==> config.mk <==
export PLATFORM = sky130hd
export DESIGN_NAME = ffba_datapath
export DESIGN_NICKNAME = d
export VERILOG_FILES = /design/src/rtl/ffba_pkg.sv /design/src/rtl/ffba_datapath.sv
export SDC_FILE = /design/constraint.sdc
export NUM_CORES = 2
export LEC_CHECK = 0
export BUFFER_PORTS_ARGS = -buffer_cell sky130_fd_sc_hd__buf_2
export CORE_MARGIN = 3
export CORE_UTILIZATION = 48
export CTS_CLUSTER_SIZE = 25
export DETAILED_ROUTE_END_ITERATION = 16
export GPL_TIMING_DRIVEN = 0
export HOLD_SLACK_MARGIN = 0.03
export PLACE_DENSITY_LB_ADDON = 0.2
export SLEW_MARGIN = 10
export SYNTH_ARGS = -nofsm -noshare
export SYNTH_HDL_FRONTEND = slang
export SYNTH_SLANG_ARGS = --single-unit
==> constraint.sdc <==
create_clock -name clock -period 7.72 [get_ports clock]
set_input_delay 1.544 -clock clock [delete_from_list [all_inputs] [get_ports clock]]
set_output_delay 1.544 -clock clock [all_outputs]
set_load 0.01 [all_outputs]
==> src/rtl/ffba_pkg.sv <==
// ----------------------------------------------------------------------------
// ffba_pkg
// Shared types and constants of the first-fit block allocator.
// ----------------------------------------------------------------------------
package ffba_pkg;

   localparam int MAX_BLOCKS = 64;
   localparam int IDX_W      = $clog2(MAX_BLOCKS);
   localparam int CNT_W      = IDX_W + 1;
   localparam int SIZE_BITS  = 24;
   localparam int LIMIT_W    = SIZE_BITS + 1;
   localparam int SUM_W      = SIZE_BITS + 2;
   localparam int ADDR_W     = 32;
   localparam int HDR_W      = 6;
   localparam int STATUS_W   = 3;
   localparam int CSR_IDX_W  = 2;
   localparam int CSR_W      = 32;
   localparam int SPLIT_MIN  = 8;

   localparam logic [LIMIT_W-1:0] HEAP_LIMIT_RST = LIMIT_W'(1) << SIZE_BITS;
   localparam logic [HDR_W-1:0]   HEADER_RST     = HDR_W'(12);

   localparam logic [STATUS_W-1:0] ST_OK       = 3'd0;
   localparam logic [STATUS_W-1:0] ST_ZERO     = 3'd1;
   localparam logic [STATUS_W-1:0] ST_NO_SPACE = 3'd2;
   localparam logic [STATUS_W-1:0] ST_NULL     = 3'd3;
   localparam logic [STATUS_W-1:0] ST_UNKNOWN  = 3'd4;

   localparam logic [CSR_IDX_W-1:0] CSR_HEAP_BASE  = 2'd0;
   localparam logic [CSR_IDX_W-1:0] CSR_HEAP_LIMIT = 2'd1;
   localparam logic [CSR_IDX_W-1:0] CSR_HEADER     = 2'd2;

   typedef struct packed {
      logic                 free;
      logic [SIZE_BITS-1:0] size;
      logic [SIZE_BITS-1:0] off;
   } entry_type;

   typedef enum logic [2:0] {
      WR_COPY,
      WR_USED_FULL,
      WR_USED_REQ,
      WR_SPLIT,
      WR_BUMP,
      WR_MERGED
   } wr_sel_type;

   typedef enum logic [1:0] {
      HOLD_KEEP,
      HOLD_READ,
      HOLD_BUMP
   } hold_op_type;

   typedef enum logic [1:0] {
      ACC_KEEP,
      ACC_MERGE_PREV,
      ACC_MERGE_NEXT
   } acc_op_type;

   typedef struct packed {
      logic                load_req;
      logic                rd_en;
      logic [IDX_W-1:0]    rd_addr;
      logic                wr_en;
      logic [IDX_W-1:0]    wr_addr;
      wr_sel_type          wr_sel;
      hold_op_type         hold_op;
      acc_op_type          acc_op;
      logic                cnt_inc;
      logic [1:0]          cnt_sub;
      logic                bump_adv;
      logic                out_load;
      logic [STATUS_W-1:0] out_status;
      logic                out_addr_en;
   } cmd_type;

   typedef struct packed {
      logic             kind;
      logic             req_zero;
      logic             addr_zero;
      logic [CNT_W-1:0] count;
      logic             fit;
      logic             match;
      logic             rd_free;
      logic             split_ok;
      logic             bump_ok;
   } sts_type;

endpackage

==> src/rtl/ffba_datapath.sv <==
// ----------------------------------------------------------------------------
// ffba_datapath
// Block table memory, configuration, counters, arithmetic and result register.
// ----------------------------------------------------------------------------
module ffba_datapath (
   input  logic                              clock,
   input  logic                              reset,
   input  logic                              csr_wen,
   input  logic [ffba_pkg::CSR_IDX_W-1:0]    csr_index,
   input  logic [ffba_pkg::CSR_W-1:0]        csr_wdata,
   input  logic                              req_kind,
   input  logic [ffba_pkg::SIZE_BITS-1:0]    req_size,
   input  logic [ffba_pkg::ADDR_W-1:0]       req_addr,
   input  ffba_pkg::cmd_type                 cmd,
   output ffba_pkg::sts_type                 sts,
   output logic [ffba_pkg::ADDR_W-1:0]       rsp_payload,
   output logic [ffba_pkg::STATUS_W-1:0]     rsp_status
);

   localparam int SB = ffba_pkg::SIZE_BITS;
   localparam int SW = ffba_pkg::SUM_W;
   localparam int AW = ffba_pkg::ADDR_W;
   localparam logic [SW-1:0] SIZE_MAX = SW'((64'd1 << SB) - 64'd1);
   localparam logic [ffba_pkg::LIMIT_W-1:0] SPAN = ffba_pkg::LIMIT_W'(1) << SB;

   logic [AW-1:0]                      base_ff;
   logic [ffba_pkg::LIMIT_W-1:0]       limit_ff;
   logic [ffba_pkg::HDR_W-1:0]         hdr_ff;
   logic [ffba_pkg::CNT_W-1:0]         count_ff;
   logic [ffba_pkg::LIMIT_W-1:0]       bump_ff;
   logic                               kind_ff;
   logic [SB-1:0]                      size_ff;
   logic [AW-1:0]                      addr_ff;
   ffba_pkg::entry_type                mem [ffba_pkg::MAX_BLOCKS];
   ffba_pkg::entry_type                rd_ff;
   ffba_pkg::entry_type                hold_ff;
   logic [SB-1:0]                      acc_ff;
   logic [SB-1:0]                      moff_ff;
   logic [AW-1:0]                      pay_ff;
   logic [ffba_pkg::STATUS_W-1:0]      stat_ff;

   ffba_pkg::entry_type                wdata;
   logic [SW-1:0]                      hdr_w;
   logic [SW-1:0]                      split_off;
   logic [SW-1:0]                      split_size;
   logic [SW-1:0]                      msum;
   logic [SB-1:0]                      msat;
   logic [SW-1:0]                      bump_sum;
   logic [ffba_pkg::LIMIT_W-1:0]       lim;
   logic [AW-1:0]                      hold_pay;
   logic [AW-1:0]                      rd_pay;

   assign hdr_w      = SW'(hdr_ff);
   assign split_off  = SW'(hold_ff.off) + hdr_w + SW'(size_ff);
   assign split_size = SW'(hold_ff.size) - hdr_w - SW'(size_ff);
   assign msum       = SW'(acc_ff) + hdr_w + SW'(rd_ff.size);
   assign msat       = (msum > SIZE_MAX) ? SIZE_MAX[SB-1:0] : msum[SB-1:0];
   assign bump_sum   = SW'(bump_ff) + hdr_w + SW'(size_ff);
   assign lim        = (limit_ff < SPAN) ? limit_ff : SPAN;
   assign hold_pay   = base_ff + AW'(hold_ff.off) + AW'(hdr_ff);
   assign rd_pay     = base_ff + AW'(rd_ff.off) + AW'(hdr_ff);

   always_comb begin
      wdata = rd_ff;
      case (cmd.wr_sel)
         ffba_pkg::WR_COPY:      wdata = rd_ff;
         ffba_pkg::WR_USED_FULL: wdata = '{free: 1'b0, size: hold_ff.size, off: hold_ff.off};
         ffba_pkg::WR_USED_REQ:  wdata = '{free: 1'b0, size: size_ff, off: hold_ff.off};
         ffba_pkg::WR_SPLIT:     wdata = '{free: 1'b1, size: split_size[SB-1:0],
                                           off: split_off[SB-1:0]};
         ffba_pkg::WR_BUMP:      wdata = '{free: 1'b0, size: size_ff, off: bump_ff[SB-1:0]};
         ffba_pkg::WR_MERGED:    wdata = '{free: 1'b1, size: acc_ff, off: moff_ff};
         default:                wdata = rd_ff;
      endcase
   end

   always_comb begin
      sts.kind      = kind_ff;
      sts.req_zero  = (size_ff == '0);
      sts.addr_zero = (addr_ff == '0);
      sts.count     = count_ff;
      sts.fit       = rd_ff.free && (rd_ff.size >= size_ff);
      sts.match     = (rd_pay == addr_ff);
      sts.rd_free   = rd_ff.free;
      sts.split_ok  = (SW'(hold_ff.size) >= SW'(size_ff) + hdr_w + SW'(ffba_pkg::SPLIT_MIN))
                      && (count_ff < ffba_pkg::CNT_W'(ffba_pkg::MAX_BLOCKS));
      sts.bump_ok   = (count_ff < ffba_pkg::CNT_W'(ffba_pkg::MAX_BLOCKS))
                      && (bump_sum <= SW'(lim));
   end

   always_ff @(posedge clock) begin
      if (reset) begin
         base_ff  <= '0;
         limit_ff <= ffba_pkg::HEAP_LIMIT_RST;
         hdr_ff   <= ffba_pkg::HEADER_RST;
         count_ff <= '0;
         bump_ff  <= '0;
      end else begin
         if (csr_wen) begin
            unique case (csr_index)
               ffba_pkg::CSR_HEAP_BASE:  base_ff  <= csr_wdata[AW-1:0];
               ffba_pkg::CSR_HEAP_LIMIT: limit_ff <= csr_wdata[ffba_pkg::LIMIT_W-1:0];
               ffba_pkg::CSR_HEADER:     hdr_ff   <= csr_wdata[ffba_pkg::HDR_W-1:0];
               default: ;
            endcase
         end
         if (cmd.cnt_inc) begin
            count_ff <= count_ff + 1'b1;
         end else begin
            count_ff <= count_ff - ffba_pkg::CNT_W'(cmd.cnt_sub);
         end
         if (cmd.bump_adv) begin
            bump_ff <= bump_sum[ffba_pkg::LIMIT_W-1:0];
         end
      end
   end

   always_ff @(posedge clock) begin
      if (cmd.load_req) begin
         kind_ff <= req_kind;
         size_ff <= req_size;
         addr_ff <= req_addr;
      end
      if (cmd.rd_en) begin
         rd_ff <= mem[cmd.rd_addr];
      end
      if (cmd.wr_en) begin
         mem[cmd.wr_addr] <= wdata;
      end
      case (cmd.hold_op)
         ffba_pkg::HOLD_READ: begin
            hold_ff <= rd_ff;
            acc_ff  <= rd_ff.size;
            moff_ff <= rd_ff.off;
         end
         ffba_pkg::HOLD_BUMP: hold_ff <= '{free: 1'b0, size: size_ff, off: bump_ff[SB-1:0]};
         default: ;
      endcase
      case (cmd.acc_op)
         ffba_pkg::ACC_MERGE_PREV: begin
            acc_ff  <= msat;
            moff_ff <= rd_ff.off;
         end
         ffba_pkg::ACC_MERGE_NEXT: acc_ff <= msat;
         default: ;
      endcase
      if (cmd.out_load) begin
         pay_ff  <= cmd.out_addr_en ? hold_pay : '0;
         stat_ff <= cmd.out_status;
      end
   end

   assign rsp_payload = pay_ff;
   assign rsp_status  = stat_ff;

endmodule

# Word level (Yosys, flattened, before mapping)

Memories as Yosys holds them, arrays and structs flattened. A register that Yosys moved wholly into a read port is not among the register bits.
Cells that the tools add are included.

Register bits after elaboration: 283
Latch bits: 0
RAM bits: 3136
Memory bits (read-only): 0
Memories: 1

Memories:

| name | depth | width | read ports | clocked after Yosys merged registers in | wr ports | line                | RTL |
|---|---|---|---|---|---|---|---|
| mem  | 64    | 49    | 1          | 1                                       | 1        | ffba_datapath.sv:34 | `ffba_pkg::entry_type mem [ffba_pkg::MAX_BLOCKS];` |

Add/sub/neg operators: 16
Multiply operators: 0
Div/mod/pow operators: 0
$lt $le $gt $ge: 6
Equality and inequality tests: 12
Shifts and indexed selects: 0
Muxes and demuxes: 11
Bitwise logic cells: 0
Reduce and logical (&&, ||, !) cells: 13

Operators with widths:

| cell                    | number |
|---|---|
| $pmux W49 S5            | 1 |
| $mux W24                | 5 |
| $pmux W48 S2            | 1 |
| $add A32 B24 Y32        | 2 |
| $add A32 B6 Y32         | 2 |
| $add A24 B6 Y25         | 2 |
| $eq A32 B32 Y1          | 1 |
| $logic_not A32 Y1       | 1 |
| $add A25 B24 Y26        | 1 |
| $add A25 B4 Y26 const B | 1 |
| $add A25 B6 Y26         | 1 |
| $add A26 B24 Y26        | 1 |
| $ge A24 B26 Y1          | 1 |
| $gt A26 B24 Y1 const B  | 1 |
| $le A26 B25 Y1          | 1 |
| $lt A25 B25 Y1 const B  | 1 |
| $mux W25                | 1 |
| $add A24 B24 Y24        | 1 |
| $add A24 B6 Y24         | 1 |
| $ge A24 B24 Y1          | 1 |
| $logic_not A24 Y1       | 1 |
| $sub A24 B24 Y24        | 1 |
| $sub A24 B6 Y24         | 1 |
| $add A7 B1 Y7 const B   | 1 |
| other kinds (14)        | 27 |

# Logic depth before layout (Yosys ltp)

Word-level depth: 5
Mapped depth: 22
Mapped depth without buffers: 21

# Worst setup path before layout

OpenSTA, ideal clock, no wires.

Path kind: register to output
Start: reg hdr_ff[1] (netlist bit)
End: out sts[0] (netlist bit)
Arrival time: 5.076 ns
Required time: 6.176 ns
Path slack: 1.100 ns
Cell stages (with the launch flop): 22
Path buffers: 0
Cell sequence: dfxtp_1 > fa_1 > ha_1 > fa_1 > a21oi_1 > o21ai_1 > a2111oi_0 > o31ai_1 > a21boi_1 > nor2b_1 > a21oi_1 > xnor2_1 > ha_1 > a21o_1 > a21o_1 > a21oi_1 > nor2b_1 > o21ai_0 > nand2b_1 > a21oi_1 > a21oi_1 > a2111oi_0

RTL lines:

| item                     | line                 | RTL |
|---|---|---|
| start: declaration       | ffba_datapath.sv:28  | `logic [ffba_pkg::HDR_W-1:0] hdr_ff;` |
| start signal: assignment | ffba_datapath.sv:95  | `hdr_ff <= ffba_pkg::HEADER_RST;` |
| start signal: assignment | ffba_datapath.sv:103 | `ffba_pkg::CSR_HEADER: hdr_ff <= csr_wdata[ffba_pkg::HDR_W-1:0];` |
| end: declaration         | ffba_datapath.sv:15  | `output ffba_pkg::sts_type sts,` |

==> reports/qor.yml <==
status:
  outcome: "complete, no violations"
layout:
  layout_common_cells: "3373 x edfxtp_1, 1023 x mux4_2, 365 x clkbuf_16"
  multi_input_area_um2: 40410
  drive_above_1_share_pct: 26.63
  utilization_pct: 56.09
  fillCellCount: 22200
  nets: 8509
  final_common_cell: "edfxtp_1"
  finalInstanceArea_um2: 167300
  area_growth_pct: 15.72
  register_area_um2: 103200
detailed_routing:
  drt_iter0_markers: 9455
  wire_per_inst_um: 32.64
  top_layer: "met5"
  dr.pass1.iters: 6
  drc: 0
  ant_nets: 0
  via_count: 76090
  vias_per_cell: 6.219
  route.layer.met1.wl_um: 157400
  dr_wl_met2_um: 198000
  totalWireLength_um: 399300
  met3WireLength_um: 31860
placed_design:
  place.gp.congestion: 0.9046
  io_buffers: 159
  post-place-ws_ps: 153.2
  dp_hpwl_um: 283100
  place_area_um2: 155500
setup_path:
  timing.rr.start: "size_ff[5]"
  crit_fanout: 4
  rr_endpoint: "mem[32][42]"
  worstSetupPathType: "reg -> out"
  reg2regPathDepth: 15
  cp_data_required_time_ps: 6180
  worstPathArrival_ps: 5840
  cp-end-kind: "output port"
  regToRegSetupSlack_ps: 2500
  start_kind: "register"
sta:
  period_needed_ps: 7387
  tns_ps: 0
  maxSlewHeadroom_pct: 14.33
  finalSetupViolCount: 0
  hold_viol_final: 0
  fin_skew_ps: 50.69
  max_slew.worst_pin.slew_ps: 1285
  rsz0062_at_grt: "false"
  min_period_over_period_pct: 95.68
  holdWs_ps: 452.0
  fin_ws_ps: 333.1
  slew_viol_final: 0
  timing.fmax_mhz: 135.4
power_and_ir_drop:
  p_leak_uw: 0.05482
  powerDensity_nw_per_um2: 272.0
  ir_worst_vdd_mv: 0.1770
global_route:
  overflow: 0
  grt_antenna_before_repair: 36
  grt_pass1_wl_um: 566900
  grt_usage_pct: 25.82
  grt_pass1_vias: 76710
  grt_max_degree: 58
yosys:
  synthFlopType: "edfxtp_1"
  async_flop_share_pct: 0
  synth_top_family_by_area: "multiplexers"
  synth_fa_ha_area_share_pct: 3.731
  avgSynthCellArea_um2: 20.02
  synthMuxAreaShare_pct: 16.67
  synth_simple_gate_area_share_pct: 2.632
  ys_seq_area_share_pct: 71.37
  synth_xor_area_share_pct: 1.046
  syn_nets: 7739
  yosys_register_bits: 3468
  synth_edf_count: 3373
  synth_compound_area_share_pct: 3.234
  synth.distinct_cells: 92
  netlist_area_um2: 144600
  synth_cells: 7223
  yosys_warnings: 0
clocking:
  insertion_delay_ps: 940
  cts_tree: "yes"
  postCtsHoldBufs: 0
  htree_levels: 5
  clk_pin_slew_worst_paths_ps: 60
  cts_buffer_depth: 4
  clkSinkCount: 3468
  numCtsBuffers: 361
  cts-root-buf: "clkbuf_16"
floorplanning:
  io_pins: 175
  start_util_pct: 48.47
  die_area_um2: 307800
  coreArea_um2: 298300
  die_height_um: 554.8
  rows: 200
  fp.dieW_um: 554.8
hold_path:
  hold_end: "limit_ff[0]"
  hold_depth: 2
  hp-class: "reg -> reg"
  min_from: "limit_ff[0]"
flow_run:
  drv_cap: 0
[final cells by class]
| cell class | count | share of cell area [%] |
|---|---|---|
| antenna | 9 | 0.01346 |
| clock inverter | 228 | 1.330 |
| timing repair buffer | 407 | 3.082 |
| multi-input combinational | 3258 | 24.15 |
| clock buffer | 429 | 5.621 |
| buffer | 338 | 0.8114 |
| inverter | 159 | 0.3567 |
| sequential | 3468 | 61.69 |
| tap | 3939 | 2.946 |
[routing by layer]
layer	vias up	track usage, %
li1	31490	-
met1	40570	35.35
met2	3405	43.12
met3	621	4.348
met4	10	7.162
met5	-	0
[worst max-delay path: stages (launching register included)]
cell and delay (ps):
edfxtp_1 440, fa_1 450, ha_1 230, fa_1 470, a21oi_2 160, o21ai_1 130, a2111oi_4 490, o31ai_4 160
a21boi_2 200, nor2b_1 90, a21oi_1 190, xnor2_1 200, ha_1 310, a21o_1 160, a21o_1 170, a21oi_1 140
nor2b_1 60, o21ai_1 110, nand2b_1 60, a21oi_1 130, a21oi_1 80, a2111oi_0 260, buf_2 200
[where the power goes]
part / total (uW) / internal, uW / switching [uW]
Combinational: 6200 / 2360 / 3850
Sequential: 22200 / 21800 / 399
Clock: 17100 / 9810 / 7320
Total: 45500 / 33900 / 11600
[Yosys cell counts (21+ instances only)]
master	n	area, um2
o21bai_1	29	217.7
mux4_2	1023	23040
nor3_1	30	150.1
a31oi_1	22	137.6
xnor2_1	109	954.7
nand2b_1	28	175.2
dfxtp_1	95	1902
nor4_1	21	131.4
a21o_1	76	570.6
xor2_1	55	481.7
inv_1	156	585.6
a21oi_1	248	1241
o21ai_0	151	755.7
nor2b_1	41	256.5
nand4_1	33	206.5
fa_1	43	860.8
nand2_1	299	1122
clkbuf_1	231	867.1
mux2_2	56	630.6
edfxtp_1	3373	101300
o21a_1	26	195.2
and2_1	24	150.1
nor2_1	239	897.1
buf_1	92	345.3
o22ai_1	23	143.9
nand3_1	34	170.2
mux2i_1	43	430.4
ha_1	348	4354
[worst max path at each step]
stage	depth (start not counted)	endpoint	from
after detailed placement	22	sts[0]	hdr_ff[1]
after CTS	20	sts[0]	size_ff[2]
after floorplan	21	sts[0]	hdr_ff[1]
after global placement	4	mem[48][13]	cmd[19]
after global routing	22	sts[0]	size_ff[1]
final	22	sts[0]	size_ff[1]
[registers in the layout, indices dropped and copies added, names as in the netlist]
signal / count
acc_ff: 24
addr_ff: 32
base_ff: 32
bump_ff: 25
count_ff: 7
hdr_ff: 6
hold_ff: 48
kind_ff: 1
limit_ff: 25
mem: 3136
moff_ff: 24
rd_ff: 48
rsp_payload: 32
rsp_status: 3
size_ff: 24
sts: 1
[cells by family (layout without fill, tap and decap cells)]
group,after synthesis,in the layout
DFF,3468,3468
muxes,1122,1122
and+or+nand+nor,819,819
AOI/OAI and AO/OA,740,740
buffers and inverters,497,1561
adders and majority gates,409,409
xor gates and xnor gates,168,168
other,0,9
[per-stage QoR]
step           power, uW  cells
6_report           45500  12240
4_1_cts            45710  12220
3_5_place_dp       28660  11560
3_3_place_gp       28290  11320
5_1_grt            47080  12230
2_1_floorplan      26220   7223
[repair_timing]
action	in CTS	in global routing
resized for setup	11	11
endpoints found under the setup margin	2	2
buffers inserted	3	9
pin swaps	1	2
Power figures use the tool's default switching activity.
