===== config.mk =====
export PLATFORM = sky130hd
export DESIGN_NAME = ffba_control
export DESIGN_NICKNAME = d
export VERILOG_FILES = /design/src/rtl/ffba_pkg.sv /design/src/rtl/ffba_control.sv
export SDC_FILE = /design/constraint.sdc
export NUM_CORES = 1
export LEC_CHECK = 0
export BUFFER_PORTS_ARGS = -buffer_cell sky130_fd_sc_hd__buf_2
export CELL_PAD_IN_SITES_DETAIL_PLACEMENT = 0
export CELL_PAD_IN_SITES_GLOBAL_PLACEMENT = 1
export CORE_MARGIN = 2
export CORE_UTILIZATION = 35
export CTS_BUF_LIST = sky130_fd_sc_hd__clkbuf_4 sky130_fd_sc_hd__clkbuf_8
export DETAILED_ROUTE_END_ITERATION = 8
export HOLD_SLACK_MARGIN = 0.05
export PLACE_DENSITY = 0.66
export SLEW_MARGIN = 20
export SYNTH_ARGS = -nofsm -noshare
export SYNTH_HDL_FRONTEND = slang
export SYNTH_SLANG_ARGS = --single-unit

===== constraint.sdc =====
create_clock -name clock -period 7.6 [get_ports clock]
set_input_delay 0.38 -clock clock [delete_from_list [all_inputs] [get_ports clock]]
set_output_delay 0.38 -clock clock [all_outputs]
set_load 0.1 [all_outputs]

===== src/rtl/ffba_pkg.sv =====
// ----------------------------------------------------------------------------
// ffba_pkg
// Shared types and constants of the first-fit block allocator.
// ----------------------------------------------------------------------------
package ffba_pkg;

   localparam int MAX_BLOCKS = 64;
   localparam int IDX_W      = $clog2(MAX_BLOCKS);
   localparam int CNT_W      = IDX_W + 1;
   localparam int SIZE_BITS  = 24;
   localparam int LIMIT_W    = SIZE_BITS + 1;
   localparam int SUM_W      = SIZE_BITS + 2;
   localparam int ADDR_W     = 32;
   localparam int HDR_W      = 6;
   localparam int STATUS_W   = 3;
   localparam int CSR_IDX_W  = 2;
   localparam int CSR_W      = 32;
   localparam int SPLIT_MIN  = 8;

   localparam logic [LIMIT_W-1:0] HEAP_LIMIT_RST = LIMIT_W'(1) << SIZE_BITS;
   localparam logic [HDR_W-1:0]   HEADER_RST     = HDR_W'(12);

   localparam logic [STATUS_W-1:0] ST_OK       = 3'd0;
   localparam logic [STATUS_W-1:0] ST_ZERO     = 3'd1;
   localparam logic [STATUS_W-1:0] ST_NO_SPACE = 3'd2;
   localparam logic [STATUS_W-1:0] ST_NULL     = 3'd3;
   localparam logic [STATUS_W-1:0] ST_UNKNOWN  = 3'd4;

   localparam logic [CSR_IDX_W-1:0] CSR_HEAP_BASE  = 2'd0;
   localparam logic [CSR_IDX_W-1:0] CSR_HEAP_LIMIT = 2'd1;
   localparam logic [CSR_IDX_W-1:0] CSR_HEADER     = 2'd2;

   typedef struct packed {
      logic                 free;
      logic [SIZE_BITS-1:0] size;
      logic [SIZE_BITS-1:0] off;
   } entry_type;

   typedef enum logic [2:0] {
      WR_COPY,
      WR_USED_FULL,
      WR_USED_REQ,
      WR_SPLIT,
      WR_BUMP,
      WR_MERGED
   } wr_sel_type;

   typedef enum logic [1:0] {
      HOLD_KEEP,
      HOLD_READ,
      HOLD_BUMP
   } hold_op_type;

   typedef enum logic [1:0] {
      ACC_KEEP,
      ACC_MERGE_PREV,
      ACC_MERGE_NEXT
   } acc_op_type;

   typedef struct packed {
      logic                load_req;
      logic                rd_en;
      logic [IDX_W-1:0]    rd_addr;
      logic                wr_en;
      logic [IDX_W-1:0]    wr_addr;
      wr_sel_type          wr_sel;
      hold_op_type         hold_op;
      acc_op_type          acc_op;
      logic                cnt_inc;
      logic [1:0]          cnt_sub;
      logic                bump_adv;
      logic                out_load;
      logic [STATUS_W-1:0] out_status;
      logic                out_addr_en;
   } cmd_type;

   typedef struct packed {
      logic             kind;
      logic             req_zero;
      logic             addr_zero;
      logic [CNT_W-1:0] count;
      logic             fit;
      logic             match;
      logic             rd_free;
      logic             split_ok;
      logic             bump_ok;
   } sts_type;

endpackage


===== src/rtl/ffba_control.sv =====
// ----------------------------------------------------------------------------
// ffba_control
// Sequencer for table scan, split insertion, bump append, merge and removal.
// ----------------------------------------------------------------------------
module ffba_control (
   input  logic              clock,
   input  logic              reset,
   input  logic              req_tvalid,
   output logic              req_tready,
   output logic              rsp_tvalid,
   input  logic              rsp_tready,
   input  ffba_pkg::sts_type sts,
   output ffba_pkg::cmd_type cmd
);

   localparam int CW = ffba_pkg::CNT_W;
   localparam int IW = ffba_pkg::IDX_W;

   typedef enum logic [4:0] {
      S_IDLE, S_DECODE, S_SCAN_RD, S_SCAN_CHK, S_ALLOC_HIT, S_SHIFT_RD, S_SHIFT_WR,
      S_SPLIT_WR, S_SPLIT_WR2, S_BUMP, S_FREE_PREV, S_PREV_CHK, S_FREE_NEXT,
      S_NEXT_CHK, S_FREE_WR, S_RM_CHK, S_RM_WR, S_RESP
   } state_type;

   state_type                     state_ff, state_in;
   logic [CW-1:0]                 idx_ff, idx_in;
   logic [CW-1:0]                 j_ff, j_in;
   logic [CW-1:0]                 mbase_ff, mbase_in;
   logic [1:0]                    k_ff, k_in;
   logic [ffba_pkg::STATUS_W-1:0] res_status_ff, res_status_in;
   logic                          res_addr_ff, res_addr_in;
   logic                          rsp_valid_ff, rsp_valid_in;
   logic [CW-1:0]                 idx_nx;
   logic [CW-1:0]                 rm_src;

   assign idx_nx = idx_ff + 1'b1;
   assign rm_src = j_ff + CW'(k_ff);

   always_comb begin
      state_in      = state_ff;
      idx_in        = idx_ff;
      j_in          = j_ff;
      mbase_in      = mbase_ff;
      k_in          = k_ff;
      res_status_in = res_status_ff;
      res_addr_in   = res_addr_ff;
      cmd           = '0;
      cmd.wr_sel    = ffba_pkg::WR_COPY;
      cmd.hold_op   = ffba_pkg::HOLD_KEEP;
      cmd.acc_op    = ffba_pkg::ACC_KEEP;
      cmd.out_status  = res_status_ff;
      cmd.out_addr_en = res_addr_ff;

      unique case (state_ff)
         S_IDLE: begin
            if (req_tvalid) begin
               cmd.load_req = 1'b1;
               state_in     = S_DECODE;
            end
         end
         S_DECODE: begin
            idx_in        = '0;
            res_status_in = ffba_pkg::ST_OK;
            res_addr_in   = 1'b0;
            if (!sts.kind && sts.req_zero) begin
               res_status_in = ffba_pkg::ST_ZERO;
               state_in      = S_RESP;
            end else if (sts.kind && sts.addr_zero) begin
               res_status_in = ffba_pkg::ST_NULL;
               state_in      = S_RESP;
            end else if (sts.count == '0) begin
               if (sts.kind) begin
                  res_status_in = ffba_pkg::ST_UNKNOWN;
                  state_in      = S_RESP;
               end else begin
                  state_in = S_BUMP;
               end
            end else begin
               state_in = S_SCAN_RD;
            end
         end
         S_SCAN_RD: begin
            cmd.rd_en   = 1'b1;
            cmd.rd_addr = idx_ff[IW-1:0];
            state_in    = S_SCAN_CHK;
         end
         S_SCAN_CHK: begin
            if (sts.kind ? sts.match : sts.fit) begin
               cmd.hold_op = ffba_pkg::HOLD_READ;
               state_in    = sts.kind ? S_FREE_PREV : S_ALLOC_HIT;
            end else begin
               idx_in = idx_nx;
               if (idx_nx == sts.count) begin
                  if (sts.kind) begin
                     res_status_in = ffba_pkg::ST_UNKNOWN;
                     state_in      = S_RESP;
                  end else begin
                     state_in = S_BUMP;
                  end
               end else begin
                  state_in = S_SCAN_RD;
               end
            end
         end
         S_ALLOC_HIT: begin
            res_addr_in = 1'b1;
            if (sts.split_ok) begin
               j_in     = sts.count;
               state_in = (sts.count == idx_nx) ? S_SPLIT_WR : S_SHIFT_RD;
            end else begin
               cmd.wr_en   = 1'b1;
               cmd.wr_addr = idx_ff[IW-1:0];
               cmd.wr_sel  = ffba_pkg::WR_USED_FULL;
               state_in    = S_RESP;
            end
         end
         S_SHIFT_RD: begin
            cmd.rd_en   = 1'b1;
            cmd.rd_addr = IW'(j_ff - 1'b1);
            state_in    = S_SHIFT_WR;
         end
         S_SHIFT_WR: begin
            cmd.wr_en   = 1'b1;
            cmd.wr_addr = j_ff[IW-1:0];
            cmd.wr_sel  = ffba_pkg::WR_COPY;
            j_in        = j_ff - 1'b1;
            state_in    = ((j_ff - 1'b1) == idx_nx) ? S_SPLIT_WR : S_SHIFT_RD;
         end
         S_SPLIT_WR: begin
            cmd.wr_en   = 1'b1;
            cmd.wr_addr = idx_nx[IW-1:0];
            cmd.wr_sel  = ffba_pkg::WR_SPLIT;
            state_in    = S_SPLIT_WR2;
         end
         S_SPLIT_WR2: begin
            cmd.wr_en   = 1'b1;
            cmd.wr_addr = idx_ff[IW-1:0];
            cmd.wr_sel  = ffba_pkg::WR_USED_REQ;
            cmd.cnt_inc = 1'b1;
            state_in    = S_RESP;
         end
         S_BUMP: begin
            if (sts.bump_ok) begin
               cmd.wr_en    = 1'b1;
               cmd.wr_addr  = sts.count[IW-1:0];
               cmd.wr_sel   = ffba_pkg::WR_BUMP;
               cmd.hold_op  = ffba_pkg::HOLD_BUMP;
               cmd.cnt_inc  = 1'b1;
               cmd.bump_adv = 1'b1;
               res_addr_in  = 1'b1;
            end else begin
               res_status_in = ffba_pkg::ST_NO_SPACE;
            end
            state_in = S_RESP;
         end
         S_FREE_PREV: begin
            mbase_in = idx_ff;
            k_in     = '0;
            if (idx_ff != '0) begin
               cmd.rd_en   = 1'b1;
               cmd.rd_addr = IW'(idx_ff - 1'b1);
               state_in    = S_PREV_CHK;
            end else begin
               state_in = S_FREE_NEXT;
            end
         end
         S_PREV_CHK: begin
            if (sts.rd_free) begin
               cmd.acc_op = ffba_pkg::ACC_MERGE_PREV;
               mbase_in   = idx_ff - 1'b1;
               k_in       = 2'd1;
            end
            state_in = S_FREE_NEXT;
         end
         S_FREE_NEXT: begin
            if (idx_nx < sts.count) begin
               cmd.rd_en   = 1'b1;
               cmd.rd_addr = idx_nx[IW-1:0];
               state_in    = S_NEXT_CHK;
            end else begin
               state_in = S_FREE_WR;
            end
         end
         S_NEXT_CHK: begin
            if (sts.rd_free) begin
               cmd.acc_op = ffba_pkg::ACC_MERGE_NEXT;
               k_in       = k_ff + 1'b1;
            end
            state_in = S_FREE_WR;
         end
         S_FREE_WR: begin
            cmd.wr_en   = 1'b1;
            cmd.wr_addr = mbase_ff[IW-1:0];
            cmd.wr_sel  = ffba_pkg::WR_MERGED;
            j_in        = mbase_ff + 1'b1;
            state_in    = (k_ff == '0) ? S_RESP : S_RM_CHK;
         end
         S_RM_CHK: begin
            if (rm_src < sts.count) begin
               cmd.rd_en   = 1'b1;
               cmd.rd_addr = rm_src[IW-1:0];
               state_in    = S_RM_WR;
            end else begin
               cmd.cnt_sub = k_ff;
               state_in    = S_RESP;
            end
         end
         S_RM_WR: begin
            cmd.wr_en   = 1'b1;
            cmd.wr_addr = j_ff[IW-1:0];
            cmd.wr_sel  = ffba_pkg::WR_COPY;
            j_in        = j_ff + 1'b1;
            state_in    = S_RM_CHK;
         end
         S_RESP: begin
            if (!rsp_valid_ff || rsp_tready) begin
               cmd.out_load = 1'b1;
               state_in     = S_IDLE;
            end
         end
         default: state_in = S_IDLE;
      endcase

      rsp_valid_in = cmd.out_load ? 1'b1 : (rsp_valid_ff && !rsp_tready);
   end

   always_ff @(posedge clock) begin
      if (reset) begin
         state_ff      <= S_IDLE;
         idx_ff        <= '0;
         j_ff          <= '0;
         mbase_ff      <= '0;
         k_ff          <= '0;
         res_status_ff <= ffba_pkg::ST_OK;
         res_addr_ff   <= 1'b0;
         rsp_valid_ff  <= 1'b0;
      end else begin
         state_ff      <= state_in;
         idx_ff        <= idx_in;
         j_ff          <= j_in;
         mbase_ff      <= mbase_in;
         k_ff          <= k_in;
         res_status_ff <= res_status_in;
         res_addr_ff   <= res_addr_in;
         rsp_valid_ff  <= rsp_valid_in;
      end
   end

   assign req_tready = (state_ff == S_IDLE);
   assign rsp_tvalid = rsp_valid_ff;

   a_count_bound: assert property (@(posedge clock) disable iff (reset)
      sts.count <= CW'(ffba_pkg::MAX_BLOCKS))
      else $error("block count above table depth");

   a_load_slot_free: assert property (@(posedge clock) disable iff (reset)
      cmd.out_load |-> (!rsp_valid_ff || rsp_tready))
      else $error("result overwritten before transaction");

   a_rm_in_range: assert property (@(posedge clock) disable iff (reset)
      (state_ff == S_RM_WR) |-> (rm_src < sts.count))
      else $error("removal source beyond table");

   a_split_room: assert property (@(posedge clock) disable iff (reset)
      (state_ff == S_SPLIT_WR2) |-> (sts.count < CW'(ffba_pkg::MAX_BLOCKS)))
      else $error("split on full table");

endmodule


# Word level (Yosys, flattened, before mapping)
# Cells that the tools add are included.
# W data, S select, Z words.
[word_totals]
reg_bits = 33
inputBits = 19
out_inout_bits = 33
elab_cells = 133
[op_classes]
addsub = 7
magnitude_cmp = 2
eq_ne = 30
mux = 60
n_reduce_logical = 26
[ops]
columns = ["operator", "n"]
rows = [
  ["$pmux W5 S17", 1],
  ["$pmux W10 S6", 1],
  ["$mux W5", 10],
  ["$mux W7", 6],
  ["$eq A5 B4 Y1 const B", 8],
  ["$pmux W7 S5", 1],
  ["$pmux W7 S2", 2],
  ["$pmux W7 S4", 1],
  ["$mux W3", 9],
  ["$add A7 B1 Y7 const B", 3],
  ["$eq A7 B7 Y1", 3],
  ["$eq A5 B3 Y1 const B", 4],
  ["$ne A2 B2 Y1 const B", 10],
  ["$mux W2", 8],
  ["$lt A7 B7 Y1", 2],
  ["$sub A7 B1 Y7 const B", 2],
  ["$mux W1", 12],
  ["$mux W12", 1],
  ["$eq A5 B2 Y1 const B", 2],
  ["$eq A5 B5 Y1 const B", 2],
  ["$mux W10", 1],
  ["$reduce_and A2 Y1", 5],
  ["$pmux W3 S3", 1],
  ["$reduce_bool A3 Y1", 3],
  ["20 further kinds", 27],
]

# Depth between registers and ports, before layout
[depth]
depth_word = 5
ltp_mapped = 11
mapped_depth_nobuf = 10

# Worst setup path before layout
# Ideal clock, no wire load.
[synth_timing]
path_type = "register -> output"
startpoint = "reg k_ff[0]"
endpoint = "out cmd[24] in the netlist's numbering"
arrival_time_ns = 3.862
required_time_ns = 7.220
path_slack_ns = 3.358
stages_incl_launch_ff = 10
cell_sequence = "dfxtp_1 ha_1 fa_1 nand3_1 xnor2_1 ha_1 a2111o_1 a31oi_1 o21ai_0 o211ai_1"
[synth_lines]
columns = ["element", "line", "source"]
rows = [
  ["start: declaration", "ffba_control.sv:29", "logic [1:0] k_ff, k_in;"],
  ["start signal: assignment", "ffba_control.sv:242", "k_ff <= k_in;"],
  ["end: declaration", "ffba_control.sv:13", "output ffba_pkg::cmd_type cmd"],
]

==> metrics.txt <==
outcome=complete, no violations; initial antenna violation count=0; Async SR Flop Fraction=0%; Setup CP Type=reg2out; H-tree levels=2; ys flop type=dfxtp_1; CP Capture Type=output port; Die Wd=107 um; Critical Path Fanout Max=12; Max-cap violations=0; Post-synth EDFFs=0; routability cong.=1.03; vias in the first global route=3753; GR Overflow Total=0; slew margin rel.=41.9%; final antenna-violating net count=0; worst path arrival time=4.10 ns; end-of-flow core utilization=39.5%; crit path from=idx_ff[0]; VDD IR-drop max=0.183 mV; Non-Filler Instances=673; Detailed Route Iter0 Violations=454; Fillers=1143; share of cells above drive strength 1=14.3%; clock buffer depth=2; Ant. Diodes=0; R2R cell count=10; PortBufs=51; global-route wire length before repair=22100 um; Max Clock Freq=0.223 GHz; Vert. Die Dim=107 um; worst slack, placed=3.57 ns; clk_lat worst skew=0.30 ns; design area=4060 um^2; worst-margin pin slew=0.865 ns; root buf cell=clkbuf_8; Rows=37; post-DP HPWL=11100 um; Pleak=1.57 nW; final hold vios=0; Reg-to-Reg End=res_status_ff[1]; Sink Count=33; Netlist cell types=71; Slew Viols, Final=0; reg2reg start=idx_ff[0]; Setup WS post-layout=3.12 ns; placed insts=665; hold_buf cts=0; most frequent cells in the layout=51 x buf_2, 48 x nand2_1, 36 x nor2_1; Clk pin slew, worst setup/hold paths=0.08 ns; DRT Pass-1 Iters=6; Post-Place Cell Area=3970 um^2; Hold Crit Class=in2reg; Ys Warns=0; Seq cells post-synth=33; Seq/Total Area, Yosys=17.9%; setup TNS=0 ns; TritonCTS clock tree=built; vias=4090; most common cell after layout, fill and taps aside=buf_2; Routed WL=14300 um; CTS resizes=0; CP required=7.22 ns; vias per cell=6.08; area grow syn2layout=9.89%; die area=11400 um^2; post-CTS setup buffers=0; Post-Synthesis Cell Area=3690 um^2; Final Cycle Share=59.0%; Net Count, Synth=552; synthesized area per cell=7.23 um^2; Initial Util=36.0%; setup violators final=0; Post-layout nets=577; largest net degree at the start of global routing=33; wire length per cell=21.2 um; R2R setup slack=4.25 ns; core footprint=10300 um^2; DRC violations left=0; clock skew=0.00547 ns; Num CTS Buffers=5; cell count after synthesis=511; CP startpoint kind=register; pwr dens=279 nW/um^2; Tmin final=4.48 ns; Total GRT Usage=25.0%; Worst Setup EP=cmd[24]; RSZ-0062 raised after global routing=no; IO Count=52
-- metal layers --
| metal | GRT usage [%] | part of all wire [%] |
|---|---|---|
| met5 | 0 | 0 |
| met3 | 2.98 | 6.8 |
| met1 | 36.3 | 46 |
| met2 | 39.2 | 45 |
| met4 | 6.40 | 1.9 |
-- worst min-delay path by stage --
stage | startpoint | to | slack (ns) | cells after the start
6_report | sts[7] | j_ff[2] | 0.39 | 3
5_1_grt | sts[7] | j_ff[2] | 0.44 | 3
4_1_cts | sts[7] | j_ff[2] | 0.39 | 3
3_5_place_dp | res_status_ff[2] | res_status_ff[2] | 0.47 | 2
3_3_place_gp | res_status_ff[2] | res_status_ff[2] | 0.46 | 2
2_1_floorplan | mbase_ff[1] | mbase_ff[1] | 0.47 | 2
-- synthesized netlist by cell type, types with 5 or more instances --
master	count	area (um^2)
nor4_1	8	50.1
nor2_1	36	135
a211oi_1	9	67.6
xor2_1	12	105
ha_1	21	263
dfxtp_1	33	661
nor3b_1	5	37.5
clkbuf_1	15	56.3
o21ai_0	18	90.1
a221oi_1	5	43.8
or3_1	6	37.5
a311oi_1	5	43.8
a21oi_1	28	140
a22oi_1	13	97.6
nor3_1	16	80.1
o31ai_1	5	37.5
nand2b_1	7	43.8
nand2_1	48	180
xnor2_1	16	140
o211ai_1	19	143
buf_2	15	75.1
a222oi_1	6	60.1
nand4_1	6	37.5
nand3_1	28	140
o21a_1	6	45.0
inv_1	28	105
nor2b_1	17	106
-- power breakdown --
| part | internal [mW] | total (mW) | switching [mW] |
|---|---|---|---|
| Sequential | 0.200 | 0.268 | 0.0686 |
| Combinational | 0.201 | 0.720 | 0.519 |
| Clock | 0.0634 | 0.142 | 0.0790 |
| Total | 0.464 | 1.13 | 0.667 |
-- flip-flops by register name, indices dropped and copies added (netlist names) --
signal	count
k_ff	2
j_ff	7
state_ff	5
rsp_tvalid	1
res_addr_ff	1
idx_ff	7
mbase_ff	7
res_status_ff	3
-- critical path: stages, from the launching register on --
cell and delay [ns]:
dfxtp_1 0.68, ha_1 0.30, nand3_1 0.10, xnor2_1 0.44
ha_1 0.35, a211o_1 0.32, a21oi_1 0.19, nand4_1 0.39
mux2_2 0.43, o211ai_1 0.12, buf_2 0.47
-- area by class of cell --
class / instances / area [um^2] / area share [%]
clock buffers: 5 / 68.8 / 1.69
multi-input cells: 413 / 2750 / 67.8
inverters: 28 / 105 / 2.59
well taps: 136 / 170 / 4.19
flip-flops and latches: 33 / 661 / 16.3
clock inverters: 3 / 17.5 / 0.431
repair buffers: 55 / 285 / 7.03
-- cells by family (layout without fill, tap and decap cells) --
| group | after synthesis | in the layout | share of synthesized area [%] |
|---|---|---|---|
| simple gates | 206 | 206 | 29.4 |
| buf+inv | 65 | 91 | 7.62 |
| compound gates | 153 | 153 | 29.7 |
| xor+xnor | 28 | 28 | 6.64 |
| mux | 4 | 4 | 1.15 |
| fa+ha+maj | 22 | 22 | 7.65 |
| flops | 33 | 33 | 17.9 |
-- metrics by stage --
stage	hold slack, ns	total power, mW
floorplan	0.470	0.829
global placement	0.456	0.983
detailed placement	0.475	0.978
CTS	0.392	1.12
global route	0.436	1.19
finish	0.389	1.13
No activity file was read; power rests on OpenSTA's default activity.
